$ cat src/rtl/core/msrdq_pkg.sv
package msrdq_pkg;

    localparam int QueueDepth   = 8;
    localparam int PayloadBytes = 32;
    localparam int PollSlots    = 8;

    typedef enum logic [1:0] {
        PH_IDLE    = 2'd0,
        PH_WAITLEN = 2'd1,
        PH_RECEIVE = 2'd2
    } t_phase;

    typedef enum logic [1:0] {
        KIND_STATUS = 2'd0,
        KIND_POLL   = 2'd1,
        KIND_SEND   = 2'd2
    } t_kind;

    typedef enum logic [1:0] {
        BK_IDLE   = 2'd0,
        BK_SEARCH = 2'd1,
        BK_COPY   = 2'd2,
        BK_EMIT   = 2'd3
    } t_bstate;

    localparam logic [1:0] REG_FIRST_ADDR = 2'd0;

    // one classified pass handed from front to back
    typedef struct packed {
        logic       done;
        logic [7:0] addr;
        logic [5:0] len;
        logic       busy;
    } t_pass;

endpackage

$ cat src/rtl/core/msrdq_front.sv
module msrdq_front #(
    parameter int PAYLOAD_BYTES = msrdq_pkg::PayloadBytes
) (
    input  logic                 i_clk,
    input  logic                 i_rst_n,
    input  logic                 i_valid,
    output logic                 o_stall,
    input  logic                 i_has_byte,
    input  logic [7:0]           i_byte_value,
    input  logic [7:0]           i_first_addr,
    output logic                 o_q_valid,
    input  logic                 i_q_stall,
    output msrdq_pkg::t_pass     o_q_pass,
    input  logic [4:0]           i_asm_raddr,
    output logic [7:0]           o_asm_rdata
);
    import msrdq_pkg::*;

    localparam int AW = (PAYLOAD_BYTES > 1) ? $clog2(PAYLOAD_BYTES) : 1;

    t_phase     r_phase;
    logic [7:0] r_left, r_addr, r_exp, r_cnt;
    logic [7:0] r_asm [PAYLOAD_BYTES];
    logic [7:0] r_rdata;
    logic       r_qv;
    t_pass      r_qp;

    logic       acc;
    t_phase     n_phase;
    logic [7:0] n_left, n_addr, n_exp, n_cnt, cnt1;
    logic       done;
    logic [7:0] lensat;

    assign o_stall = r_qv;
    assign acc     = i_valid && !r_qv;
    assign cnt1    = r_cnt + 8'd1;
    assign lensat  = (r_exp > 8'(PAYLOAD_BYTES)) ? 8'(PAYLOAD_BYTES) : r_exp;

    always_comb begin
        n_phase = r_phase;
        n_left  = r_left;
        n_addr  = r_addr;
        n_exp   = r_exp;
        n_cnt   = r_cnt;
        done    = 1'b0;
        if (i_has_byte) begin
            unique case (r_phase)
                PH_IDLE: begin
                    if (i_byte_value != 8'd0) begin
                        n_left  = i_byte_value;
                        n_addr  = i_first_addr;
                        n_phase = PH_WAITLEN;
                    end
                end
                PH_WAITLEN: begin
                    if (i_byte_value == 8'd0) begin
                        n_addr  = r_addr + 8'd1;
                        n_left  = r_left - 8'd1;
                        n_phase = (r_left == 8'd1) ? PH_IDLE : PH_WAITLEN;
                    end else begin
                        n_exp   = i_byte_value;
                        n_cnt   = 8'd0;
                        n_phase = PH_RECEIVE;
                    end
                end
                default: begin
                    n_cnt = cnt1;
                    if (cnt1 == r_exp) begin
                        done    = 1'b1;
                        n_addr  = r_addr + 8'd1;
                        n_left  = r_left - 8'd1;
                        n_phase = (r_left == 8'd1) ? PH_IDLE : PH_WAITLEN;
                    end
                end
            endcase
        end
    end

    always_ff @(posedge i_clk) begin
        if (!i_rst_n) begin
            r_phase <= PH_IDLE;
            r_left  <= '0;
            r_addr  <= '0;
            r_exp   <= '0;
            r_cnt   <= '0;
            r_qv    <= 1'b0;
        end else begin
            if (acc) begin
                r_phase <= n_phase;
                r_left  <= n_left;
                r_addr  <= n_addr;
                r_exp   <= n_exp;
                r_cnt   <= n_cnt;
                r_qv    <= 1'b1;
            end else if (r_qv && !i_q_stall) begin
                r_qv <= 1'b0;
            end
        end
    end

    always_ff @(posedge i_clk) begin
        if (acc) begin
            r_qp.done <= done;
            r_qp.addr <= r_addr;
            r_qp.len  <= 6'(lensat);
            r_qp.busy <= (n_phase != PH_IDLE);
        end
        if (acc && i_has_byte && r_phase == PH_RECEIVE && r_cnt < 8'(PAYLOAD_BYTES))
            r_asm[r_cnt[AW-1:0]] <= i_byte_value;
        r_rdata <= r_asm[i_asm_raddr[AW-1:0]];
    end

    assign o_q_valid   = r_qv;
    assign o_q_pass    = r_qp;
    assign o_asm_rdata = r_rdata;
endmodule

$ cat src/rtl/core/msrdq_back.sv
module msrdq_back #(
    parameter int QUEUE_DEPTH   = msrdq_pkg::QueueDepth,
    parameter int PAYLOAD_BYTES = msrdq_pkg::PayloadBytes,
    parameter int POLL_SLOTS    = msrdq_pkg::PollSlots
) (
    input  logic                 i_clk,
    input  logic                 i_rst_n,
    input  logic                 i_q_valid,
    output logic                 o_q_stall,
    input  msrdq_pkg::t_pass     i_q_pass,
    output logic [4:0]           o_asm_raddr,
    input  logic [7:0]           i_asm_rdata,
    output logic                 o_valid,
    input  logic                 i_stall,
    output logic [1:0]           o_kind,
    output logic [7:0]           o_slave_address,
    output logic [7:0]           o_data_byte,
    output logic                 o_last,
    output logic                 o_busy_res,
    output logic                 o_dropped
);
    import msrdq_pkg::*;

    localparam int QW  = (QUEUE_DEPTH > 1) ? $clog2(QUEUE_DEPTH) : 1;
    localparam int BW  = (PAYLOAD_BYTES > 1) ? $clog2(PAYLOAD_BYTES) : 1;
    localparam int PW  = (POLL_SLOTS > 1) ? $clog2(POLL_SLOTS) : 1;
    localparam int PCW = $clog2(POLL_SLOTS + 1);
    localparam int LW  = $clog2(PAYLOAD_BYTES + 1);
    localparam int MD  = QUEUE_DEPTH * PAYLOAD_BYTES;
    localparam int MW  = $clog2(MD);

    // ring storage
    logic [QUEUE_DEPTH-1:0] r_sv;
    logic [7:0]    r_sa [QUEUE_DEPTH];
    logic [LW-1:0] r_sl [QUEUE_DEPTH];
    logic [7:0]    r_mem [MD];
    logic [7:0]    r_mrd;
    logic [7:0]    r_pl [POLL_SLOTS];
    logic [QW-1:0]  r_drain;
    logic [PCW-1:0] r_pcnt;
    logic [PW-1:0]  r_pcur;

    t_bstate        r_st, n_st;
    t_pass          r_pass;
    logic [QW-1:0]  r_idx;
    logic [QW:0]    r_n;
    logic [LW:0]    r_i;      // copy / send byte counter
    logic           r_drop;
    logic [1:0]     r_sub;    // 0 status, 1 poll, 2 send
    logic           r_ov;
    logic           r_rdok;   // memory read data for r_i valid
    logic [1:0]     r_okind;
    logic [7:0]     r_oaddr, r_odata;
    logic           r_olast, r_obusy, r_odrop;

    logic           out_free;
    logic           has_poll, has_send, dup;
    logic [PW-1:0]  cur;
    logic [QW-1:0]  drain_next;

    assign out_free   = !r_ov || !i_stall;
    assign o_q_stall  = (r_st != BK_IDLE);
    assign has_poll   = (r_pcnt != '0);
    assign has_send   = r_sv[r_drain];
    assign cur        = (PCW'(r_pcur) >= r_pcnt) ? '0 : r_pcur;
    assign drain_next = (r_drain == QW'(QUEUE_DEPTH - 1)) ? '0 : r_drain + QW'(1);
    assign o_asm_raddr = 5'(r_i[BW-1:0]);

    always_comb begin
        dup = 1'b0;
        for (int k = 0; k < POLL_SLOTS; k++)
            if (PCW'(k) < r_pcnt && r_pl[k] == r_pass.addr) dup = 1'b1;
    end

    always_comb begin
        n_st = r_st;
        unique case (r_st)
            BK_IDLE:   if (i_q_valid) n_st = i_q_valid && !i_q_pass.done ? BK_EMIT : BK_SEARCH;
            BK_SEARCH: begin
                if (!r_sv[r_idx]) n_st = BK_COPY;
                else if (r_n == (QW+1)'(QUEUE_DEPTH - 1)) n_st = BK_EMIT;
            end
            BK_COPY:   if (r_i == (LW+1)'(r_pass.len)) n_st = BK_EMIT;
            default:   ;
        endcase
    end

    // the emit state walks status, poll, then send beats
    logic emit_beat;
    logic [1:0] e_kind;
    logic [7:0] e_addr, e_data;
    logic       e_last;
    logic [LW-1:0] slen;
    assign slen = r_sl[r_drain];

    always_comb begin
        emit_beat = 1'b0;
        e_kind = KIND_STATUS;
        e_addr = '0;
        e_data = '0;
        e_last = 1'b0;
        if (r_st == BK_EMIT && out_free) begin
            unique case (r_sub)
                2'd0: begin
                    emit_beat = 1'b1;
                    e_last = !has_poll && !(has_send && slen != '0);
                end
                2'd1: begin
                    emit_beat = 1'b1;
                    e_kind = KIND_POLL;
                    e_addr = r_pl[cur];
                    e_last = !(has_send && slen != '0);
                end
                default: begin
                    emit_beat = r_rdok;
                    e_kind = KIND_SEND;
                    e_addr = r_sa[r_drain];
                    e_data = r_mrd;
                    e_last = (r_i + (LW+1)'(1) == (LW+1)'(slen));
                end
            endcase
        end
    end

    logic [MW-1:0] rd_a;
    assign rd_a = MW'({r_drain, r_i[BW-1:0]});

    always_ff @(posedge i_clk) begin
        if (!i_rst_n) begin
            r_st    <= BK_IDLE;
            r_sv    <= '0;
            r_drain <= '0;
            r_pcnt  <= '0;
            r_pcur  <= '0;
            r_ov    <= 1'b0;
            r_sub   <= '0;
            r_rdok  <= 1'b0;
            r_drop  <= 1'b0;
            r_i     <= '0;
            r_idx   <= '0;
            r_n     <= '0;
        end else begin
            if (r_ov && !i_stall && !emit_beat) r_ov <= 1'b0;
            r_rdok <= (r_st == BK_EMIT) && (r_sub == 2'd2) && !r_rdok && !emit_beat;
            unique case (r_st)
                BK_IDLE: begin
                    if (i_q_valid) begin
                        r_pass <= i_q_pass;
                        r_drop <= 1'b0;
                        r_idx  <= r_drain;
                        r_n    <= '0;
                        r_i    <= '0;
                        r_sub  <= '0;
                        r_st   <= n_st;
                    end
                end
                BK_SEARCH: begin
                    if (!r_sv[r_idx]) begin
                        r_i <= '0;
                    end else begin
                        if (n_st == BK_EMIT) r_drop <= 1'b1;
                        r_idx <= (r_idx == QW'(QUEUE_DEPTH - 1)) ? '0 : r_idx + QW'(1);
                        r_n   <= r_n + (QW+1)'(1);
                    end
                    r_st <= n_st;
                end
                BK_COPY: begin
                    // asm read is registered: write byte i-1 while reading byte i
                    if (r_i == (LW+1)'(r_pass.len)) begin
                        r_sv[r_idx] <= 1'b1;
                        r_sa[r_idx] <= r_pass.addr;
                        r_sl[r_idx] <= LW'(r_pass.len);
                        if (!dup && r_pcnt < PCW'(POLL_SLOTS)) begin
                            r_pl[r_pcnt[PW-1:0]] <= r_pass.addr;
                            r_pcnt <= r_pcnt + PCW'(1);
                        end
                        r_i <= '0;
                    end else begin
                        r_i <= r_i + (LW+1)'(1);
                    end
                    r_st <= n_st;
                end
                default: begin
                    if (emit_beat) begin
                        r_ov    <= 1'b1;
                        r_okind <= e_kind;
                        r_oaddr <= e_addr;
                        r_odata <= e_data;
                        r_olast <= e_last;
                        r_obusy <= r_pass.busy;
                        r_odrop <= r_drop;
                        unique case (r_sub)
                            2'd0: if (!e_last) r_sub <= has_poll ? 2'd1 : 2'd2;
                            2'd1: begin
                                if (!e_last) r_sub <= 2'd2;
                                r_pcur <= (PCW'(cur) + PCW'(1) >= r_pcnt) ? '0 : cur + PW'(1);
                            end
                            default: begin
                                r_i <= r_i + (LW+1)'(1);
                            end
                        endcase
                    end
                    if (e_last && emit_beat || (r_sub == 2'd2 && !(has_send && slen != '0))) begin
                        if (has_send) begin
                            r_sv[r_drain] <= 1'b0;
                            r_drain <= drain_next;
                        end
                        r_st <= BK_IDLE;
                        r_sub <= '0;
                    end
                end
            endcase
        end
    end

    // copy writes come in the cycle after the assembly read
    logic          r_cw;
    logic [MW-1:0] r_cwa;
    always_ff @(posedge i_clk) begin
        if (!i_rst_n) r_cw <= 1'b0;
        else r_cw <= (r_st == BK_COPY) && (r_i != (LW+1)'(r_pass.len));
        r_cwa <= MW'({r_idx, r_i[BW-1:0]});
        if (r_cw) r_mem[r_cwa] <= i_asm_rdata;
        r_mrd <= r_mem[rd_a];
    end

    assign o_valid         = r_ov;
    assign o_kind          = r_okind;
    assign o_slave_address = r_oaddr;
    assign o_data_byte     = r_odata;
    assign o_last          = r_olast;
    assign o_busy_res      = r_obusy;
    assign o_dropped       = r_odrop;
endmodule

$ cat src/rtl/core/multi_slave_request_deframer_queue_core.sv
// timing: the status beat follows an accepted input beat through the front pass
//   register, the back end's state and the output register; a pass that finishes a payload
//   first searches the ring and, if a slot is free, copies the payload. Emit beats wait while
//   the output stalls; the front end takes no new input beat until the back end has its pass.
// reset: synchronous active-low; parser idle, ring empty, poll list empty,
//   first_slave_address back to 1
module multi_slave_request_deframer_queue_core #(
    parameter int QUEUE_DEPTH   = msrdq_pkg::QueueDepth,
    parameter int PAYLOAD_BYTES = msrdq_pkg::PayloadBytes,
    parameter int POLL_SLOTS    = msrdq_pkg::PollSlots
) (
    input  logic        i_clk,
    input  logic        i_rst_n,
    input  logic        i_valid,
    output logic        o_stall,
    input  logic        i_has_byte,
    input  logic [7:0]  i_byte_value,
    output logic        o_valid,
    input  logic        i_stall,
    output logic [1:0]  o_kind,
    output logic [7:0]  o_slave_address,
    output logic [7:0]  o_data_byte,
    output logic        o_last,
    output logic        o_busy_res,
    output logic        o_dropped,
    input  logic        psel,
    input  logic        penable,
    input  logic        pwrite,
    input  logic [1:0]  paddr,
    input  logic [31:0] pwdata,
    output logic [31:0] prdata,
    output logic        pready
);
    import msrdq_pkg::*;

    logic [7:0] r_first;
    logic       qv, qs;
    t_pass      qp;
    logic [4:0] ara;
    logic [7:0] ard;

    assign pready = 1'b1;
    always_ff @(posedge i_clk) begin
        if (!i_rst_n) r_first <= 8'd1;
        else if (psel && penable && pwrite && paddr == {REG_FIRST_ADDR[1:0]})
            r_first <= pwdata[7:0];
    end
    assign prdata = (paddr == REG_FIRST_ADDR) ? {24'd0, r_first} : 32'd0;

    msrdq_front #(.PAYLOAD_BYTES(PAYLOAD_BYTES)) u_front (
        .i_clk(i_clk), .i_rst_n(i_rst_n), .i_valid(i_valid), .o_stall(o_stall),
        .i_has_byte(i_has_byte), .i_byte_value(i_byte_value),
        .i_first_addr(r_first), .o_q_valid(qv), .i_q_stall(qs), .o_q_pass(qp),
        .i_asm_raddr(ara), .o_asm_rdata(ard)
    );

    msrdq_back #(
        .QUEUE_DEPTH(QUEUE_DEPTH), .PAYLOAD_BYTES(PAYLOAD_BYTES),
        .POLL_SLOTS(POLL_SLOTS)
    ) u_back (
        .i_clk(i_clk), .i_rst_n(i_rst_n), .i_q_valid(qv), .o_q_stall(qs),
        .i_q_pass(qp), .o_asm_raddr(ara), .i_asm_rdata(ard),
        .o_valid(o_valid), .i_stall(i_stall), .o_kind(o_kind),
        .o_slave_address(o_slave_address), .o_data_byte(o_data_byte),
        .o_last(o_last), .o_busy_res(o_busy_res), .o_dropped(o_dropped)
    );
endmodule

$ cat config.mk
export PLATFORM = sky130hd
export DESIGN_NAME = multi_slave_request_deframer_queue_core
export DESIGN_NICKNAME = d
export VERILOG_FILES = /design/src/rtl/core/msrdq_pkg.sv /design/src/rtl/core/msrdq_front.sv /design/src/rtl/core/msrdq_back.sv /design/src/rtl/core/multi_slave_request_deframer_queue_core.sv
export SDC_FILE = /design/constraint.sdc
export NUM_CORES = 2
export LEC_CHECK = 0
export BUFFER_PORTS_ARGS = -buffer_cell sky130_fd_sc_hd__buf_2
export CAP_MARGIN = 10
export CORE_UTILIZATION = 24
export CTS_CLUSTER_SIZE = 14
export DETAILED_ROUTE_END_ITERATION = 6
export PLACE_DENSITY_LB_ADDON = 0.25
export SYNTH_ARGS = -nofsm -noshare
export SYNTH_HDL_FRONTEND = slang
export SYNTH_SLANG_ARGS = --single-unit
$ cat constraint.sdc
create_clock -name i_clk -period 11.98 [get_ports i_clk]
set_input_delay 0.599 -clock i_clk [delete_from_list [all_inputs] [get_ports i_clk]]
set_output_delay 0.599 -clock i_clk [all_outputs]
set_load 0.05 [all_outputs]
== Word level (Yosys, flattened, before mapping) ==
Memories as Yosys holds them, arrays and structs flattened. A register that Yosys moved wholly into a read port is not among the register bits.
Index checks and enable logic that the tools add are counted.
Word-level totals
  bits in registers: 143
  memories: 5
  memory bits (writable): 2480
  logic and storage cells: 296
Memories
  u_back.r_mem: words 256, width 8, read ports 1, clocked after Yosys merged registers in 1, wr ports 1, line msrdq_back.sv:36  | logic [7:0] r_mem [MD];
  u_front.r_asm: words 32, width 8, read ports 1, clocked after Yosys merged registers in 1, wr ports 1, line msrdq_front.sv:23  | logic [7:0] r_asm [PAYLOAD_BYTES];
  u_back.r_pl: words 8, width 8, read ports 9, clocked after Yosys merged registers in 0, wr ports 1, line msrdq_back.sv:38  | logic [7:0] r_pl [POLL_SLOTS];
  u_back.r_sa: words 8, width 8, read ports 1, clocked after Yosys merged registers in 1, wr ports 1, line msrdq_back.sv:34  | logic [7:0] r_sa [QUEUE_DEPTH];
  u_back.r_sl: words 8, width 6, read ports 1, clocked after Yosys merged registers in 1, wr ports 1, line msrdq_back.sv:35  | logic [LW-1:0] r_sl [QUEUE_DEPTH];
Operators by class
  mux-type cells: 103
  bitwise gates (word level): 10
  reduce and logical (&&, ||, !) cells: 82
  equal/unequal tests: 35
  order comparisons: 17
  add/subtract/negate cells: 10
Operator list (number)
  2-to-1 mux 8 bit: 11
  case mux 8 bit (2 select lines): 5
  == test 8 bit: 9
  2-to-1 mux 1 bit: 38
  2-to-1 mux 7 bit: 5
  2-to-1 mux 2 bit: 17
  logical AND 1 bit: 31
  2-to-1 mux 3 bit: 10
  case mux 7 bit (3 select lines): 1
  case mux 2 bit (2 select lines): 5
  AND reduction 4 bit: 5
  AND reduction 3 bit: 6
  adder 8 x 1 -> 8 bit, second input constant: 2
  < comparator 3 x 4 -> 1 bit, first input constant: 4
  == test 7 x 6 -> 1 bit: 2
  nonzero test 2 bit: 6
  nonzero test 4 bit: 3
  == test 2 bit, second input constant: 5
  zero test 1 bit: 10
  != test 2 x 1 -> 1 bit, second input constant: 5
  adder 3 x 1 -> 3 bit, second input constant: 3
  nonzero test 3 bit: 3
  OR reduction 3 bit: 3
  adder 4 x 1 -> 4 bit, second input constant: 2
  40 further kinds: 66

== Depth between registers and ports, before layout ==
An unclocked memory read counts as a cell.
  depth in word-level cells: 18
  mapped depth: 14
  mapped depth without buffers: 14

== Cells and area by module ==
From an unflattened synthesis, not the netlist that was laid out.
Second synthesis, totals
  cells, all modules: 5051
  area, all modules: 104675.4 sq um
By module, submodules not included
  msrdq_back: seq. area each 69046.2 sq um, area each 90992.3 sq um, cells an instance 4211, times used 1
  msrdq_front: seq. area each 9028.7 sq um, area each 13092.6 sq um, cells an instance 768, times used 1
  multi_slave_request_deframer_queue_core: seq. area each 160.2 sq um, area each 590.6 sq um, cells an instance 72, times used 1

== Least setup slack after synthesis ==
Ideal clock, no wire load.
  path type: register -> register
  start point: reg u_front.r_rdata[0], in the netlist u_front.o_asm_rdata[0], read port of u_front.r_asm
  end point: mem u_back.r_mem[0][0], data pin
  library setup time: 0.852 ns
  slack: 7.746 ns
  required time: 11.128 ns
  clock period less this slack: 4.234 ns
  data arrival time: 3.382 ns
  stages on the path, launching flop included: 1
  path buffers: 0
  cells stage by stage: dfxtp_1
RTL lines
  from (decl): line msrdq_front.sv:24  | logic [7:0] r_rdata;
  to (decl): line msrdq_back.sv:36
Straight into the memory's write port.

==> flow_metrics.tcl <==
set metrics [dict create \
    status "finished clean" \
    layout_min_cycle_time_ns 5.47 \
    grt_usage_pct 12.2 \
    fin_nets 5214 \
    die_width_um 660 \
    final_util_pct 27.9 \
    num_io_pins 106 \
    synth_edf_count 2532 \
    cp_num_buf_inv 3 \
    cp_max_fo 40 \
    fin_ws_ns 6.51 \
    syn_to_final_growth_pct 15.7 \
    rows 241 \
    final_cell_mix "edfxtp_1, mux4_2, nor2_1, clkbuf_16, nand2_1" \
    syn_inst 4950 \
    ys_ff_latch 2642 \
    final.setup.tns_ns 0 \
    synth_flop_cell "edfxtp_1" \
    crit_type "reg -> reg" \
    clk_latency_ns 0.91 \
    synth_cell_type_count 72 \
    cts-resized-gates 0 \
    crit_path_start_kind "flop" \
    stdcell_area_um2 120000 \
    crit_top_cell "buf_4" \
    cts.sinks 2642 \
    async_flop_share_pct 0 \
    cts_buffers 291 \
    worst_setup_path_end_kind "flop" \
    mostFrequentLayoutCell "edfxtp_1" \
    grt_max_degree 189 \
    max_freq_ghz 0.183 \
    post-place-ws_ns 6.30 \
    routed_wl_mm 272 \
    hold_class "in -> reg" \
    grt_pass1_wl_mm 388 \
    drive_gt1_share_pct 25.7 \
    max_stage_delay_ns 0.74 \
    power_density_nw_per_um2 165 \
    power.leakage_nw 35.3 \
    cts_root_buffer "clkbuf_16" \
    cts_buffer_depth 4 \
    required_ns 12.73 \
    drc 0 \
    ys_warn_count 0 \
    finClkSkew_ns 0.0526 \
    place.gp.congestion 0.742 \
    htreeDepth 5 \
    routed-via-count 49400 \
    wl_per_cell_um 24.6 \
    overflow 0 \
    firstDrtPassIters 5 \
    cp.arrival_ns 6.22 \
    min_period_over_period_pct 45.7 \
    ys_seq_area_share_pct 75.3 \
    cts_tree "built" \
    holdWs_ns 0.111 \
    mappedNetlistArea_um2 104000 \
    worst_ir_drop_vdd_mv 0.100 \
    io_buffers 56 \
    die_area_um2 436000 \
    drt_iter0_markers 4401 \
    core_area_um2 431000 \
    drv_cap 0 \
    path_clk_slew_ns 0.06 \
    fin_cells 11100 \
    place_inst 10500 \
    crit_chain "buf_4 -> buf_4 -> buf_4 -> mux4_2 -> mux4_2 -> a22o_1 -> a221oi_1 -> nor3_1 -> or4_1" \
    cpMaxStageDelayCell "buf_4" \
    die_y_um 660 \
    initial_utilization_pct 24.1 \
    p_total_mw 19.8 \
    syn-mean-instance-area_um2 21.0 \
    cpLargestDelayFamily "buffers and inverters" \
    finalSetupViolCount 0 \
    viasPerCell 4.45 \
    hpwlAfterDp_mm 159 \
    tightest_slew_ns 1.16 \
    antenna_found_initial 16 \
    ant_nets 0 \
    dpl-instance-area_um2 111000 \
    grt_pass1_vias 51000 \
    maxSlewHeadroom_pct 22.1 \
    finalHoldViolCount 0 \
    rsz0062_at_grt "no" \
    final_max_slew_viol_count 0 \
    n_fill_cell 42400 \
]
report_power, final:
part           internal (mW)  switching [mW]
clock network           5.04            3.66
logic                  0.327           0.551
registers               10.1          0.0761
total                   15.5            4.29
flip-flops by register name (all words and copies together) (netlist names), 15 cells and up, named ones only:
signal / cells
u_back.r_mem: 2048
u_front.r_asm: 256
u_back.r_pl: 64
u_back.r_sa: 64
u_back.r_sl: 48
u_front.o_q_pass: 16
u_back.r_pass: 15
repair_timing:
action,CTS,global route
setup buffers,0,0
endpoints found under the hold margin,8,0
hold buffers,8,0
metal layers:
metal | part of all wire [%] | up-vias | global-route usage (%)
met1 | 45 | 26800 | 17.0
met2 | 48 | 1296 | 20.0
met4 | 2.2 | 4 | 3.08
li1 | - | 20900 | -
met5 | 0.0099 | - | 0
met3 | 5.0 | 334 | 1.87
cell type report:
cell class              count  area (µm²)  share of cell area (%)
clock buffers             387        7850                    6.53
well taps                5710        7140                    5.94
multi-input cells        2002       24300                    20.2
clock inverters           140        1290                    1.08
diodes                      7        17.5                  0.0146
repair buffers            172        1270                    1.06
inverters                  26        97.6                  0.0812
flip-flops and latches   2642       78300                    65.1
cell usage after synthesis, types with 6 or more instances:
| cell type | n | share of area (%) |
|---|---|---|
| inv_1 | 23 | 0.083 |
| or3_1 | 12 | 0.072 |
| o31ai_1 | 11 | 0.079 |
| nand2b_1 | 17 | 0.10 |
| a211oi_1 | 9 | 0.065 |
| edfxtp_1 | 2532 | 73 |
| a21o_1 | 8 | 0.058 |
| and2_1 | 23 | 0.14 |
| nand2_1 | 126 | 0.46 |
| ha_1 | 29 | 0.35 |
| o22ai_1 | 9 | 0.054 |
| buf_4 | 40 | 0.29 |
| a21oi_1 | 79 | 0.38 |
| nand3_1 | 43 | 0.21 |
| nor2b_1 | 18 | 0.11 |
| nor2_1 | 394 | 1.4 |
| a22o_1 | 8 | 0.067 |
| o221a_2 | 6 | 0.065 |
| dfxtp_1 | 110 | 2.1 |
| and3_1 | 20 | 0.12 |
| a211o_1 | 8 | 0.067 |
| nor4_1 | 8 | 0.048 |
| xor2_1 | 21 | 0.18 |
| nor3_1 | 39 | 0.19 |
| buf_2 | 59 | 0.28 |
| o21ai_0 | 34 | 0.16 |
| mux4_2 | 754 | 16 |
| or4_1 | 11 | 0.079 |
| a22oi_1 | 65 | 0.47 |
| mux2i_1 | 65 | 0.63 |
| a31oi_1 | 9 | 0.054 |
| buf_6 | 19 | 0.21 |
| xnor2_1 | 57 | 0.48 |
| or2_2 | 14 | 0.084 |
| clkbuf_1 | 145 | 0.52 |
| nand4_1 | 19 | 0.11 |
| buf_1 | 38 | 0.14 |
| nand3b_1 | 6 | 0.043 |
worst min-delay path, cell delays in order:
cell     delay (ns)
buf_2          0.12
o21ai_0        0.09
a21oi_1        0.13
worst paths after layout:
check | to | cells past startpoint | slack, ns | from
hold / removal | u_back.o_valid | 3 | 0.11 | i_stall
hold reg to reg | u_back.r_pass[5] | 0 | 0.42 | u_front.o_q_pass[5]
setup / recovery | u_back.r_mrd[2] | 9 | 6.51 | u_back.r_i[0]
setup reg to reg | u_back.r_mrd[2] | 9 | 6.51 | u_back.r_i[0]
kinds of logic after synthesis:
kind of cell	share of synthesized area (%)
flops	75.3
mux	17.0
simple gates	3.27
buf+inv	1.55
compound gates	1.85
xor+xnor	0.679
fa+ha+maj	0.349
other cells	0.00723
Note: power is estimated with default switching activity, not from simulation.
